<file path="src/design/wbcs_pkg.sv">
`timescale 1ns / 1ps
package wbcs_pkg;

  localparam logic [12:0] MAX_ROW_BYTES = 13'd4096;
  localparam logic [11:0] MAX_ROWS      = 12'd2048;
  localparam logic [7:0]  WHITE_VALUE   = 8'd255;
  localparam logic [5:0]  DIV_STEPS     = 6'd35;

  typedef enum logic [1:0] {
    REG_ROW_BYTES = 2'd0,
    REG_ROW_TOTAL = 2'd1,
    REG_MAX_WHITE = 2'd2
  } reg_idx_t;

  typedef enum logic [1:0] {
    STEER_STOP     = 2'd0,
    STEER_LEFT     = 2'd1,
    STEER_STRAIGHT = 2'd2,
    STEER_RIGHT    = 2'd3
  } steer_t;

  typedef enum logic [1:0] {
    BK_IDLE,
    BK_DIV,
    BK_WAIT
  } back_state_t;

  // one finished frame, handed from accumulator to divider
  typedef struct packed {
    logic        found;
    logic [12:0] width;
    logic [23:0] count;
    logic [34:0] col_sum;
    logic [33:0] row_sum;
  } frame_t;

endpackage

</file>
<file path="src/design/wbcs_front.sv">
`timescale 1ns / 1ps
module wbcs_front
  import wbcs_pkg::*;
(
  input  logic        clk,
  input  logic        rst_n,
  input  logic        in_tvalid,
  output logic        in_tready,
  input  logic [7:0]  in_tdata,
  input  logic [12:0] width,
  input  logic [11:0] height,
  input  logic [23:0] max_count,
  input  logic        q_full,
  output logic        push,
  output frame_t      push_data
);

  logic [11:0] col_pos_r;
  logic [10:0] row_pos_r;
  logic [23:0] cnt_r;
  logic [34:0] csum_r;
  logic [33:0] rsum_r;

  logic [12:0] w_m1;
  logic [11:0] h_m1;
  logic [11:0] col_eff;
  logic [10:0] row_eff;
  logic        white;
  logic [23:0] cnt_nxt;
  logic [34:0] csum_nxt;
  logic [33:0] rsum_nxt;
  logic        last_col;
  logic        last_row;
  logic        accept;

  assign in_tready = !q_full;
  assign accept    = in_tvalid && in_tready;

  assign w_m1    = width - 13'd1;
  assign h_m1    = height - 12'd1;
  assign col_eff = ({1'b0, col_pos_r} >= width) ? w_m1[11:0] : col_pos_r;
  assign row_eff = ({1'b0, row_pos_r} >= height) ? h_m1[10:0] : row_pos_r;

  assign white    = (in_tdata == WHITE_VALUE);
  assign cnt_nxt  = (white && (cnt_r != '1)) ? cnt_r + 24'd1 : cnt_r;
  assign csum_nxt = white ? csum_r + {23'd0, col_eff} : csum_r;
  assign rsum_nxt = white ? rsum_r + {23'd0, row_eff} : rsum_r;

  assign last_col = (({1'b0, col_eff} + 13'd1) >= width);
  assign last_row = (({1'b0, row_eff} + 12'd1) >= height);

  assign push = accept && last_col && last_row;
  assign push_data.found   = (cnt_nxt != 24'd0) && (cnt_nxt <= max_count);
  assign push_data.width   = width;
  assign push_data.count   = cnt_nxt;
  assign push_data.col_sum = csum_nxt;
  assign push_data.row_sum = rsum_nxt;

  always_ff @(posedge clk) begin
    if (!rst_n) begin
      col_pos_r <= '0;
      row_pos_r <= '0;
      cnt_r     <= '0;
      csum_r    <= '0;
      rsum_r    <= '0;
    end else if (accept) begin
      if (!last_col) begin
        col_pos_r <= col_eff + 12'd1;
        row_pos_r <= row_eff;
        cnt_r     <= cnt_nxt;
        csum_r    <= csum_nxt;
        rsum_r    <= rsum_nxt;
      end else if (!last_row) begin
        col_pos_r <= '0;
        row_pos_r <= row_eff + 11'd1;
        cnt_r     <= cnt_nxt;
        csum_r    <= csum_nxt;
        rsum_r    <= rsum_nxt;
      end else begin
        col_pos_r <= '0;
        row_pos_r <= '0;
        cnt_r     <= '0;
        csum_r    <= '0;
        rsum_r    <= '0;
      end
    end
  end

endmodule

</file>
<file path="src/design/wbcs_queue.sv">
`timescale 1ns / 1ps
module wbcs_queue
  import wbcs_pkg::*;
(
  input  logic   clk,
  input  logic   rst_n,
  input  logic   push,
  input  frame_t push_data,
  output logic   full,
  input  logic   pop,
  output frame_t pop_data,
  output logic   empty
);

  frame_t     mem_r [2];
  logic       wr_ptr_r;
  logic       rd_ptr_r;
  logic [1:0] fill_r;

  assign full     = (fill_r == 2'd2);
  assign empty    = (fill_r == 2'd0);
  assign pop_data = mem_r[rd_ptr_r];

  always_ff @(posedge clk) begin
    if (push) begin
      mem_r[wr_ptr_r] <= push_data;
    end
  end

  always_ff @(posedge clk) begin
    if (!rst_n) begin
      wr_ptr_r <= 1'b0;
      rd_ptr_r <= 1'b0;
      fill_r   <= 2'd0;
    end else begin
      if (push) begin
        wr_ptr_r <= !wr_ptr_r;
      end
      if (pop) begin
        rd_ptr_r <= !rd_ptr_r;
      end
      if (push && !pop) begin
        fill_r <= fill_r + 2'd1;
      end else if (pop && !push) begin
        fill_r <= fill_r - 2'd1;
      end
    end
  end

endmodule

</file>
<file path="src/design/wbcs_back.sv">
`timescale 1ns / 1ps
module wbcs_back
  import wbcs_pkg::*;
(
  input  logic        clk,
  input  logic        rst_n,
  input  logic        q_empty,
  input  frame_t      q_data,
  output logic        pop,
  output logic        out_valid,
  input  logic        out_ready,
  output logic        out_found,
  output logic [11:0] out_col,
  output logic [10:0] out_row,
  output steer_t      out_steer
);

  back_state_t state_r, state_nxt;

  logic        found_r;
  logic [23:0] n_r;
  logic [34:0] csum_r;
  logic [36:0] prod_r;
  logic [34:0] cdvd_r;
  logic [34:0] rdvd_r;
  logic [23:0] crem_r;
  logic [23:0] rrem_r;
  logic [5:0]  step_r;

  logic        out_valid_r;
  logic        out_found_r;
  logic [11:0] out_col_r;
  logic [10:0] out_row_r;
  steer_t      out_steer_r;

  logic [24:0] crem_ext;
  logic [24:0] rrem_ext;
  logic        cge;
  logic        rge;
  logic [24:0] crem_sub;
  logic [24:0] rrem_sub;
  logic [37:0] c3;
  steer_t      steer_calc;
  logic        out_free;
  logic        load_out;

  assign out_free = !out_valid_r || out_ready;

  // restoring division step, one quotient bit per cycle on both sums
  assign crem_ext = {crem_r, cdvd_r[34]};
  assign rrem_ext = {rrem_r, rdvd_r[34]};
  assign cge      = (crem_ext >= {1'b0, n_r});
  assign rge      = (rrem_ext >= {1'b0, n_r});
  assign crem_sub = crem_ext - {1'b0, n_r};
  assign rrem_sub = rrem_ext - {1'b0, n_r};

  assign c3 = {2'b00, csum_r, 1'b0} + {3'b000, csum_r};

  always_comb begin
    if (!found_r) begin
      steer_calc = STEER_STOP;
    end else if (c3 < {1'b0, prod_r}) begin
      steer_calc = STEER_LEFT;
    end else if (c3 >= {prod_r, 1'b0}) begin
      steer_calc = STEER_RIGHT;
    end else begin
      steer_calc = STEER_STRAIGHT;
    end
  end

  always_comb begin
    state_nxt = state_r;
    pop       = 1'b0;
    load_out  = 1'b0;
    unique case (state_r)
      BK_IDLE: begin
        if (!q_empty) begin
          pop       = 1'b1;
          state_nxt = q_data.found ? BK_DIV : BK_WAIT;
        end
      end
      BK_DIV: begin
        if (step_r == DIV_STEPS - 6'd1) begin
          state_nxt = BK_WAIT;
        end
      end
      BK_WAIT: begin
        if (out_free) begin
          load_out  = 1'b1;
          state_nxt = BK_IDLE;
        end
      end
      default: state_nxt = BK_IDLE;
    endcase
  end

  always_ff @(posedge clk) begin
    if (!rst_n) begin
      state_r <= BK_IDLE;
    end else begin
      state_r <= state_nxt;
    end
  end

  always_ff @(posedge clk) begin
    if (pop) begin
      found_r <= q_data.found;
      n_r     <= q_data.count;
      csum_r  <= q_data.col_sum;
      prod_r  <= 37'(q_data.width) * 37'(q_data.count);
      cdvd_r  <= q_data.col_sum;
      rdvd_r  <= {1'b0, q_data.row_sum};
      crem_r  <= '0;
      rrem_r  <= '0;
      step_r  <= '0;
    end else if (state_r == BK_DIV) begin
      cdvd_r <= {cdvd_r[33:0], cge};
      rdvd_r <= {rdvd_r[33:0], rge};
      crem_r <= cge ? crem_sub[23:0] : crem_ext[23:0];
      rrem_r <= rge ? rrem_sub[23:0] : rrem_ext[23:0];
      step_r <= step_r + 6'd1;
    end
  end

  always_ff @(posedge clk) begin
    if (!rst_n) begin
      out_valid_r <= 1'b0;
    end else if (load_out) begin
      out_valid_r <= 1'b1;
    end else if (out_ready) begin
      out_valid_r <= 1'b0;
    end
  end

  always_ff @(posedge clk) begin
    if (load_out) begin
      out_found_r <= found_r;
      out_col_r   <= found_r ? cdvd_r[11:0] : 12'd0;
      out_row_r   <= found_r ? rdvd_r[10:0] : 11'd0;
      out_steer_r <= steer_calc;
    end
  end

  assign out_valid = out_valid_r;
  assign out_found = out_found_r;
  assign out_col   = out_col_r;
  assign out_row   = out_row_r;
  assign out_steer = out_steer_r;

endmodule

</file>
<file path="src/design/white_blob_centroid_steer_top.sv">
`timescale 1ns / 1ps
// Channel  Dir  Handshake              Payload
// in_      in   in_tvalid/in_tready    in_tdata: pixel_byte
// out_     out  out_tvalid/out_tready  out_tdata: centroid_col, centroid_row, steer_code
//                                      out_tuser: ball_found
// cfg_     in   cfg_valid/cfg_ready    cfg_index, cfg_data
//
// One pixel per cycle is accepted while the frame queue has room.
// Each frame end with a blob found runs the restoring divider over both sums,
// then loads and hands over its result; frames that arrive faster than that stall
// the input once the two-entry frame queue fills.
// Reset (rst_n, synchronous) restores 640 x 480 geometry and limit 17000.
// cfg_ready is always high.
module white_blob_centroid_steer_top
  import wbcs_pkg::*;
(
  input  logic        clk,
  input  logic        rst_n,
  input  logic        in_tvalid,
  output logic        in_tready,
  input  logic [7:0]  in_tdata,   // [7:0] pixel_byte
  output logic        out_tvalid,
  input  logic        out_tready,
  output logic [31:0] out_tdata,  // [11:0] centroid_col, [22:12] centroid_row,
                                  // [24:23] steer_code, [31:25] zero
  output logic        out_tuser,  // [0] ball_found
  input  logic        cfg_valid,
  output logic        cfg_ready,
  input  logic [1:0]  cfg_index,
  input  logic [23:0] cfg_data
);

  logic [12:0] row_bytes_r;
  logic [11:0] row_total_r;
  logic [23:0] max_white_r;

  logic [12:0] width;
  logic [11:0] height;

  logic        q_full;
  logic        q_empty;
  logic        push;
  logic        pop;
  frame_t      push_data;
  frame_t      pop_data;

  logic        out_found;
  logic [11:0] out_col;
  logic [10:0] out_row;
  steer_t      out_steer;

  assign cfg_ready = 1'b1;

  always_ff @(posedge clk) begin
    if (!rst_n) begin
      row_bytes_r <= 13'd640;
      row_total_r <= 12'd480;
      max_white_r <= 24'd17000;
    end else if (cfg_valid && cfg_ready) begin
      case (cfg_index)
        REG_ROW_BYTES: row_bytes_r <= cfg_data[12:0];
        REG_ROW_TOTAL: row_total_r <= cfg_data[11:0];
        REG_MAX_WHITE: max_white_r <= cfg_data;
        default: ;
      endcase
    end
  end

  assign width  = (row_bytes_r == 13'd0) ? 13'd1 :
                  (row_bytes_r > MAX_ROW_BYTES) ? MAX_ROW_BYTES : row_bytes_r;
  assign height = (row_total_r == 12'd0) ? 12'd1 :
                  (row_total_r > MAX_ROWS) ? MAX_ROWS : row_total_r;

  wbcs_front u_front (
    .clk       (clk),
    .rst_n     (rst_n),
    .in_tvalid (in_tvalid),
    .in_tready (in_tready),
    .in_tdata  (in_tdata),
    .width     (width),
    .height    (height),
    .max_count (max_white_r),
    .q_full    (q_full),
    .push      (push),
    .push_data (push_data)
  );

  wbcs_queue u_queue (
    .clk       (clk),
    .rst_n     (rst_n),
    .push      (push),
    .push_data (push_data),
    .full      (q_full),
    .pop       (pop),
    .pop_data  (pop_data),
    .empty     (q_empty)
  );

  wbcs_back u_back (
    .clk       (clk),
    .rst_n     (rst_n),
    .q_empty   (q_empty),
    .q_data    (pop_data),
    .pop       (pop),
    .out_valid (out_tvalid),
    .out_ready (out_tready),
    .out_found (out_found),
    .out_col   (out_col),
    .out_row   (out_row),
    .out_steer (out_steer)
  );

  assign out_tuser = out_found;
  assign out_tdata = {7'd0, out_steer, out_row, out_col};

  a_no_overflow: assert property (@(posedge clk) disable iff (!rst_n)
    q_full |-> !push)
    else $error("frame queue written while full");

  a_no_underflow: assert property (@(posedge clk) disable iff (!rst_n)
    q_empty |-> !pop)
    else $error("frame queue read while empty");

  a_not_found_zero: assert property (@(posedge clk) disable iff (!rst_n)
    (out_tvalid && !out_tuser) |-> (out_tdata == 32'd0))
    else $error("not-found result carries nonzero payload");

  a_found_moves: assert property (@(posedge clk) disable iff (!rst_n)
    (out_tvalid && out_tuser) |-> (out_steer != STEER_STOP))
    else $error("found result with stop code");

endmodule

</file>
<file path="config.mk">
export PLATFORM = sky130hd
export DESIGN_NAME = white_blob_centroid_steer_top
export DESIGN_NICKNAME = d
export VERILOG_FILES = /design/src/design/wbcs_pkg.sv /design/src/design/wbcs_front.sv /design/src/design/wbcs_queue.sv /design/src/design/wbcs_back.sv /design/src/design/white_blob_centroid_steer_top.sv
export SDC_FILE = /design/constraint.sdc
export NUM_CORES = 2
export LEC_CHECK = 0
export BUFFER_PORTS_ARGS = -buffer_cell sky130_fd_sc_hd__buf_2
export CAP_MARGIN = 0
export CORE_UTILIZATION = 32
export DETAILED_ROUTE_END_ITERATION = 8
export GPL_TIMING_DRIVEN = 0
export HOLD_SLACK_MARGIN = 0.15
export PLACE_DENSITY = 0.59
export SYNTH_ARGS = -nofsm -noshare
export SYNTH_HDL_FRONTEND = slang
export SYNTH_SLANG_ARGS = --single-unit
export TNS_END_PERCENT = 10
</file>
<file path="constraint.sdc">
create_clock -name clk -period 13.9 [get_ports clk]
set_input_delay 1.39 -clock clk [delete_from_list [all_inputs] [get_ports clk]]
set_output_delay 1.39 -clock clk [all_outputs]
set_load 0.005 [all_outputs]
</file>
**After elaboration in Yosys (flattened, before gate mapping)**

Memories as Yosys holds them, arrays and structs flattened. A register that Yosys moved wholly into a read port is not among the register bits.
Index checks and enable logic that the tools add are counted.

- Add/subtract/negate cells: 15
- $mul: 1
- Magnitude comparators: 11
- Eq/ne operators: 11
- Muxes and demuxes: 43
- Bitwise gates (word level): 1
- Reductions and logical operators: 28

Operator list:

| operator | number |
|---|---|
| 35-bit 2-to-1 mux | 5 |
| 34-bit 2-to-1 mux | 5 |
| 24-bit 2-to-1 mux | 5 |
| 25-bit by 24-bit greater-or-equal comparator with 1-bit output | 2 |
| 12-bit 2-to-1 mux | 4 |
| 24-bit subtractor | 2 |
| 38-bit greater-or-equal comparator | 1 |
| 38-bit by 37-bit less-than comparator with 1-bit output | 1 |
| 36-bit by 35-bit adder with 37-bit output | 1 |
| 13-bit by 24-bit multiplier with 37-bit output | 1 |
| 35-bit by 12-bit adder with 35-bit output | 1 |
| 34-bit by 11-bit adder with 34-bit output | 1 |
| 11-bit 2-to-1 mux | 3 |
| 13-bit 2-to-1 mux | 2 |
| 24-bit by 1-bit adder with 24-bit output (second input constant) | 1 |
| 24-bit less-or-equal comparator | 1 |
| 24-bit inequality test (second input constant) | 1 |
| 24-bit nonzero test | 1 |
| 12-bit by 1-bit adder with 13-bit output (second input constant) | 1 |
| 12-bit by 13-bit greater-or-equal comparator with 1-bit output | 1 |
| 13-bit greater-or-equal comparator | 1 |
| 13-bit > comparator (second input constant) | 1 |
| 13-bit logical NOT | 1 |
| 11-bit by 1-bit adder with 12-bit output (second input constant) | 1 |
| other kinds (29) | 66 |

- Bits in registers: 419
- Memory bits (writable): 214
- Output and inout port bits: 36
- Word-level logic and storage cells: 139
- Memories: 1

Memory list:

| name | words | width | rd ports | clocked after Yosys merged registers in | write ports | line | RTL |
|---|---|---|---|---|---|---|---|
| u_queue.mem_r | 2 | 107 | 1 | 1 | 1 | wbcs_queue.sv:15 | `frame_t mem_r [2];` |

**Depth between registers and ports, before layout**

- Word-level depth: 13
- Gate-level depth with buffers: 33

**By module**

From an unflattened synthesis, not the netlist that was laid out.

- Cell total of the unflattened synthesis: 4800
- Area, all modules: 46330.7 sq um

By module, submodules not included:

| module | times used | cells an instance | area each (sq um) |
|---|---|---|---|
| wbcs_back | 1 | 2687 | 24846.3 |
| wbcs_front | 1 | 1497 | 11344.6 |
| wbcs_queue | 1 | 355 | 8051.5 |
| white_blob_centroid_steer_top | 1 | 261 | 2088.3 |

**Least setup slack after synthesis**

OpenSTA, ideal clock, no wires.

- Kind: reg2reg
- Start point: register row_bytes_r[7]
- End point: memory u_queue.mem_r[0][0] (netlist bit) (enable)
- Arrival: 12960 ps
- Required time: 13196 ps
- Slack: 236 ps
- Stages on the path, launching flop included: 29
- Path buffers: 4
- Cells stage by stage: dfxtp_1 > or4_1 > buf_2 > nor4_4 > o21ai_2 > inv_1 > ha_1 > nand2b_1 > a21o_1 > a21oi_1 > o21ai_0 > a21oi_2 > clkbuf_1 > nor2_1 > a21oi_1 > ha_1 > nand4_1 > mux2_2 > nand2b_1 > xnor2_1 > ha_1 > nand4_1 > o31a_1 > o21ai_1 > o22ai_2 > or2_2 > buf_2 > clkbuf_1 > nor3_1

RTL lines:

| what | line | RTL |
|---|---|---|
| from (decl) | white_blob_centroid_steer_top.sv:33 | `logic [12:0] row_bytes_r;` |
| from (signal assigned) | white_blob_centroid_steer_top.sv:61 | `REG_ROW_BYTES: row_bytes_r <= cfg_data[12:0];` |
| to (decl) | wbcs_queue.sv:15 |  |

==> impl_metrics.env <==
export IMPL_status="finished, final reports clean"
export IMPL_synth_seq_area_share=0.380
export IMPL_synthTopCellsByArea="edfxtp_1 (28%), fa_1 (11%), dfxtp_1 (10%), ha_1 (9.7%), nand2_1 (5.7%)"
export IMPL_setup_tns_ns=0
export IMPL_hold_depth=2
export IMPL_final_cell_mix="nand2_1 (670), edfxtp_1 (406), inv_1 (398)"
export IMPL_fp_dieW_um=373
export IMPL_timing_hold_violations_final=0
export IMPL_synthCells=4539
export IMPL_cp_arrival_ns=9.80
export IMPL_ys_flop_type="edfxtp_1"
export IMPL_viasPerCell=5.20
export IMPL_ys_warn_count=0
export IMPL_die_area_mm2=0.139
export IMPL_ioPinCount=75
export IMPL_cp_max_fo=10
export IMPL_cts_tree="yes"
export IMPL_crit_family="compound AO/OA/AOI/OAI gates"
export IMPL_syn_area_mm2=0.0441
export IMPL_path_buf_inv=10
export IMPL_slew_headroom=0.183
export IMPL_critical_path_class="flip-flop to flip-flop"
export IMPL_die_h_um=373
export IMPL_layout_commonest_cell="nand2_1"
export IMPL_hold_class="flip-flop to flip-flop"
export IMPL_initial_core_util=0.324
export IMPL_htreeDepth=3
export IMPL_postLayoutCoreUtil=0.364
export IMPL_cts_num_sinks=634
export IMPL_nets=5329
export IMPL_core_area_mm2=0.136
export IMPL_grtUsageTotal=0.179
export IMPL_rsz0062_at_grt="false"
export IMPL_antenna_found_initial=3
export IMPL_area_growth_pct=12.2
export IMPL_worstPathRequired_ns=14.31
export IMPL_grt_pass1_wl_um=196000
export IMPL_yosysUniqueCellTypes=93
export IMPL_cts_resized=0
export IMPL_max_cap_violations=0
export IMPL_wl_per_cell_um=19.2
export IMPL_drive_gt1_frac=0.0703
export IMPL_drt_initial_drc_count=2407
export IMPL_route_final_wire_length_um=126000
export IMPL_reg2regPathDepth=33
export IMPL_gp_congestion=0.918
export IMPL_async_flop_share=0
export IMPL_first_pass_iters=5
export IMPL_synth_edf_count=406
export IMPL_crit_path_top_delay_cell="clkbuf_1"
export IMPL_synth_seq_cells=634
export IMPL_synth_top_area_cell="edfxtp_1"
export IMPL_report_final_slew_viol_count=0
export IMPL_postCtsHoldBufs=0
export IMPL_post_cts_buffers=0
export IMPL_num_rows=135
export IMPL_fin_crit_ns=9.38
export IMPL_cp_common_cell="buf_6"
export IMPL_cts_made_buffers=72
export IMPL_fin_skew_ns=0.0689
export IMPL_setup_viol=0
export IMPL_drc=0
export IMPL_cp_start_kind="flip-flop"
export IMPL_root_buffer="clkbuf_16"
export IMPL_cts_buffer_depth=3
export IMPL_fmax_mhz=107
export IMPL_grt_pass1_vias=33747
export IMPL_numPortBuffers=65
export IMPL_worst_pin_slew_ns=1.22
export IMPL_clkTransAtPathRegs_ns=0.06
export IMPL_clk_latency_ns=0.68
export IMPL_synth_avg_cell_area_um2=9.71
export IMPL_grt_max_degree=47
export IMPL_crit_cells=33
export IMPL_ant_nets=0
export IMPL_endpoint_kind="flip-flop"
export IMPL_vias=34066
export IMPL_period_share=0.675
export IMPL_slowest_delay_ns=0.66
export IMPL_synth_top_area_frac=0.277
export IMPL_dp_hpwl_um=97700
export IMPL_gr_total_overflow=0
cell type report:
cell class	instances	area, µm²
Inverter	420	1580
Clock inverter	40	536
Tap cell	1781	2230
Multi-Input combinational cell	3312	25100
Timing Repair Buffer	84	618
Buffer	179	728
Fill cell	13555	86500
Sequential cell	634	16800
Clock buffer	93	1950
Antenna cell	2	5.00
path summary, 6_finish.rpt:
path / startpoint / endpoint / slack [ns]
hold reg to reg: max_white_r[1]$_SDFFE_PN0P_ / max_white_r[1]$_SDFFE_PN0P_ / 0.45
setup reg to reg: row_bytes_r[3]$_SDFFE_PN0P_ / u_queue.mem_r[0][78]$_DFFE_PP_ / 4.52
setup / recovery: row_bytes_r[3]$_SDFFE_PN0P_ / u_queue.mem_r[0][78]$_DFFE_PP_ / 4.52
hold / removal: max_white_r[1]$_SDFFE_PN0P_ / max_white_r[1]$_SDFFE_PN0P_ / 0.45
stage by stage:
stage               instances  cell area, µm²  setup slack, ns  hold slack (ns)
floorplan                4545           44100            0.236            0.418
global placement         6391           46600            -6.08            0.436
detailed placement       6409           47000             4.69            0.448
CTS                      6542           49400             4.63            0.456
global route             6543           49500             4.04            0.473
finish                   6545           49500             4.52            0.453
synth_stat cells (13+ instances only):
library cell,count
nand2_1,670
edfxtp_1,406
inv_1,399
ha_1,340
a21oi_1,288
nor2_1,257
fa_1,247
dfxtp_1,228
o21ai_0,193
clkbuf_1,139
xnor2_1,131
nand3_1,118
a21o_1,98
mux2i_1,97
xor2_1,74
nor3_1,63
mux2_2,58
and2_1,55
nand4_1,45
o21ai_1,43
and3_1,38
a31oi_1,36
nand2b_1,33
o211ai_1,29
nor2b_1,28
o21a_1,27
or3_1,25
a22o_1,24
o31ai_1,23
a211oi_1,22
buf_2,20
clkinv_1,17
or4_1,17
nor4_1,16
and4_1,13
layer usage:
layer  vias up  share of wire  track usage
li1      16159              -            -
met1     16651           0.44        0.236
met2      1018           0.46        0.296
met3       238          0.058       0.0261
met4         0          0.036       0.0660
met5         -              0            0
sequential cells by signal, indices dropped and copies added (netlist names), 13 cells and up, named ones only:
signal	cells
u_queue.mem_r	214
u_back.crem_r	24
row_bytes_r	13
u_back.csum_r	35
u_front.cnt_r	24
max_white_r	24
u_back.rrem_r	24
u_front.csum_r	35
u_back.n_r	24
u_back.cdvd_r	35
u_back.rdvd_r	35
u_back.prod_r	37
u_front.rsum_r	34
tightest hold or removal path, delay by kind of cell, from the launching register on:
family / cells / cell delay (ns)
AOI/OAI and AO/OA: 1 / 0.05
DFF: 1 / 0.31
and+or+nand+nor: 1 / 0.05
cell families (layout without fill, tap and decap cells):
group	Yosys count	in the layout	share of synthesized area
AND/OR/NAND/NOR	1430	1430	0.149
AO/OA/AOI/OAI	927	927	0.132
flip-flops	634	634	0.380
buffers and inverters	599	816	0.0523
adder cells (fa/ha/maj)	587	587	0.209
XOR/XNOR	205	205	0.0407
multiplexers	155	155	0.0368
other	2	10	0.000170
Power is left out: the tool's default activity adds up to more than one toggle a clock period on the data nets, which glitch-free logic cannot reach.
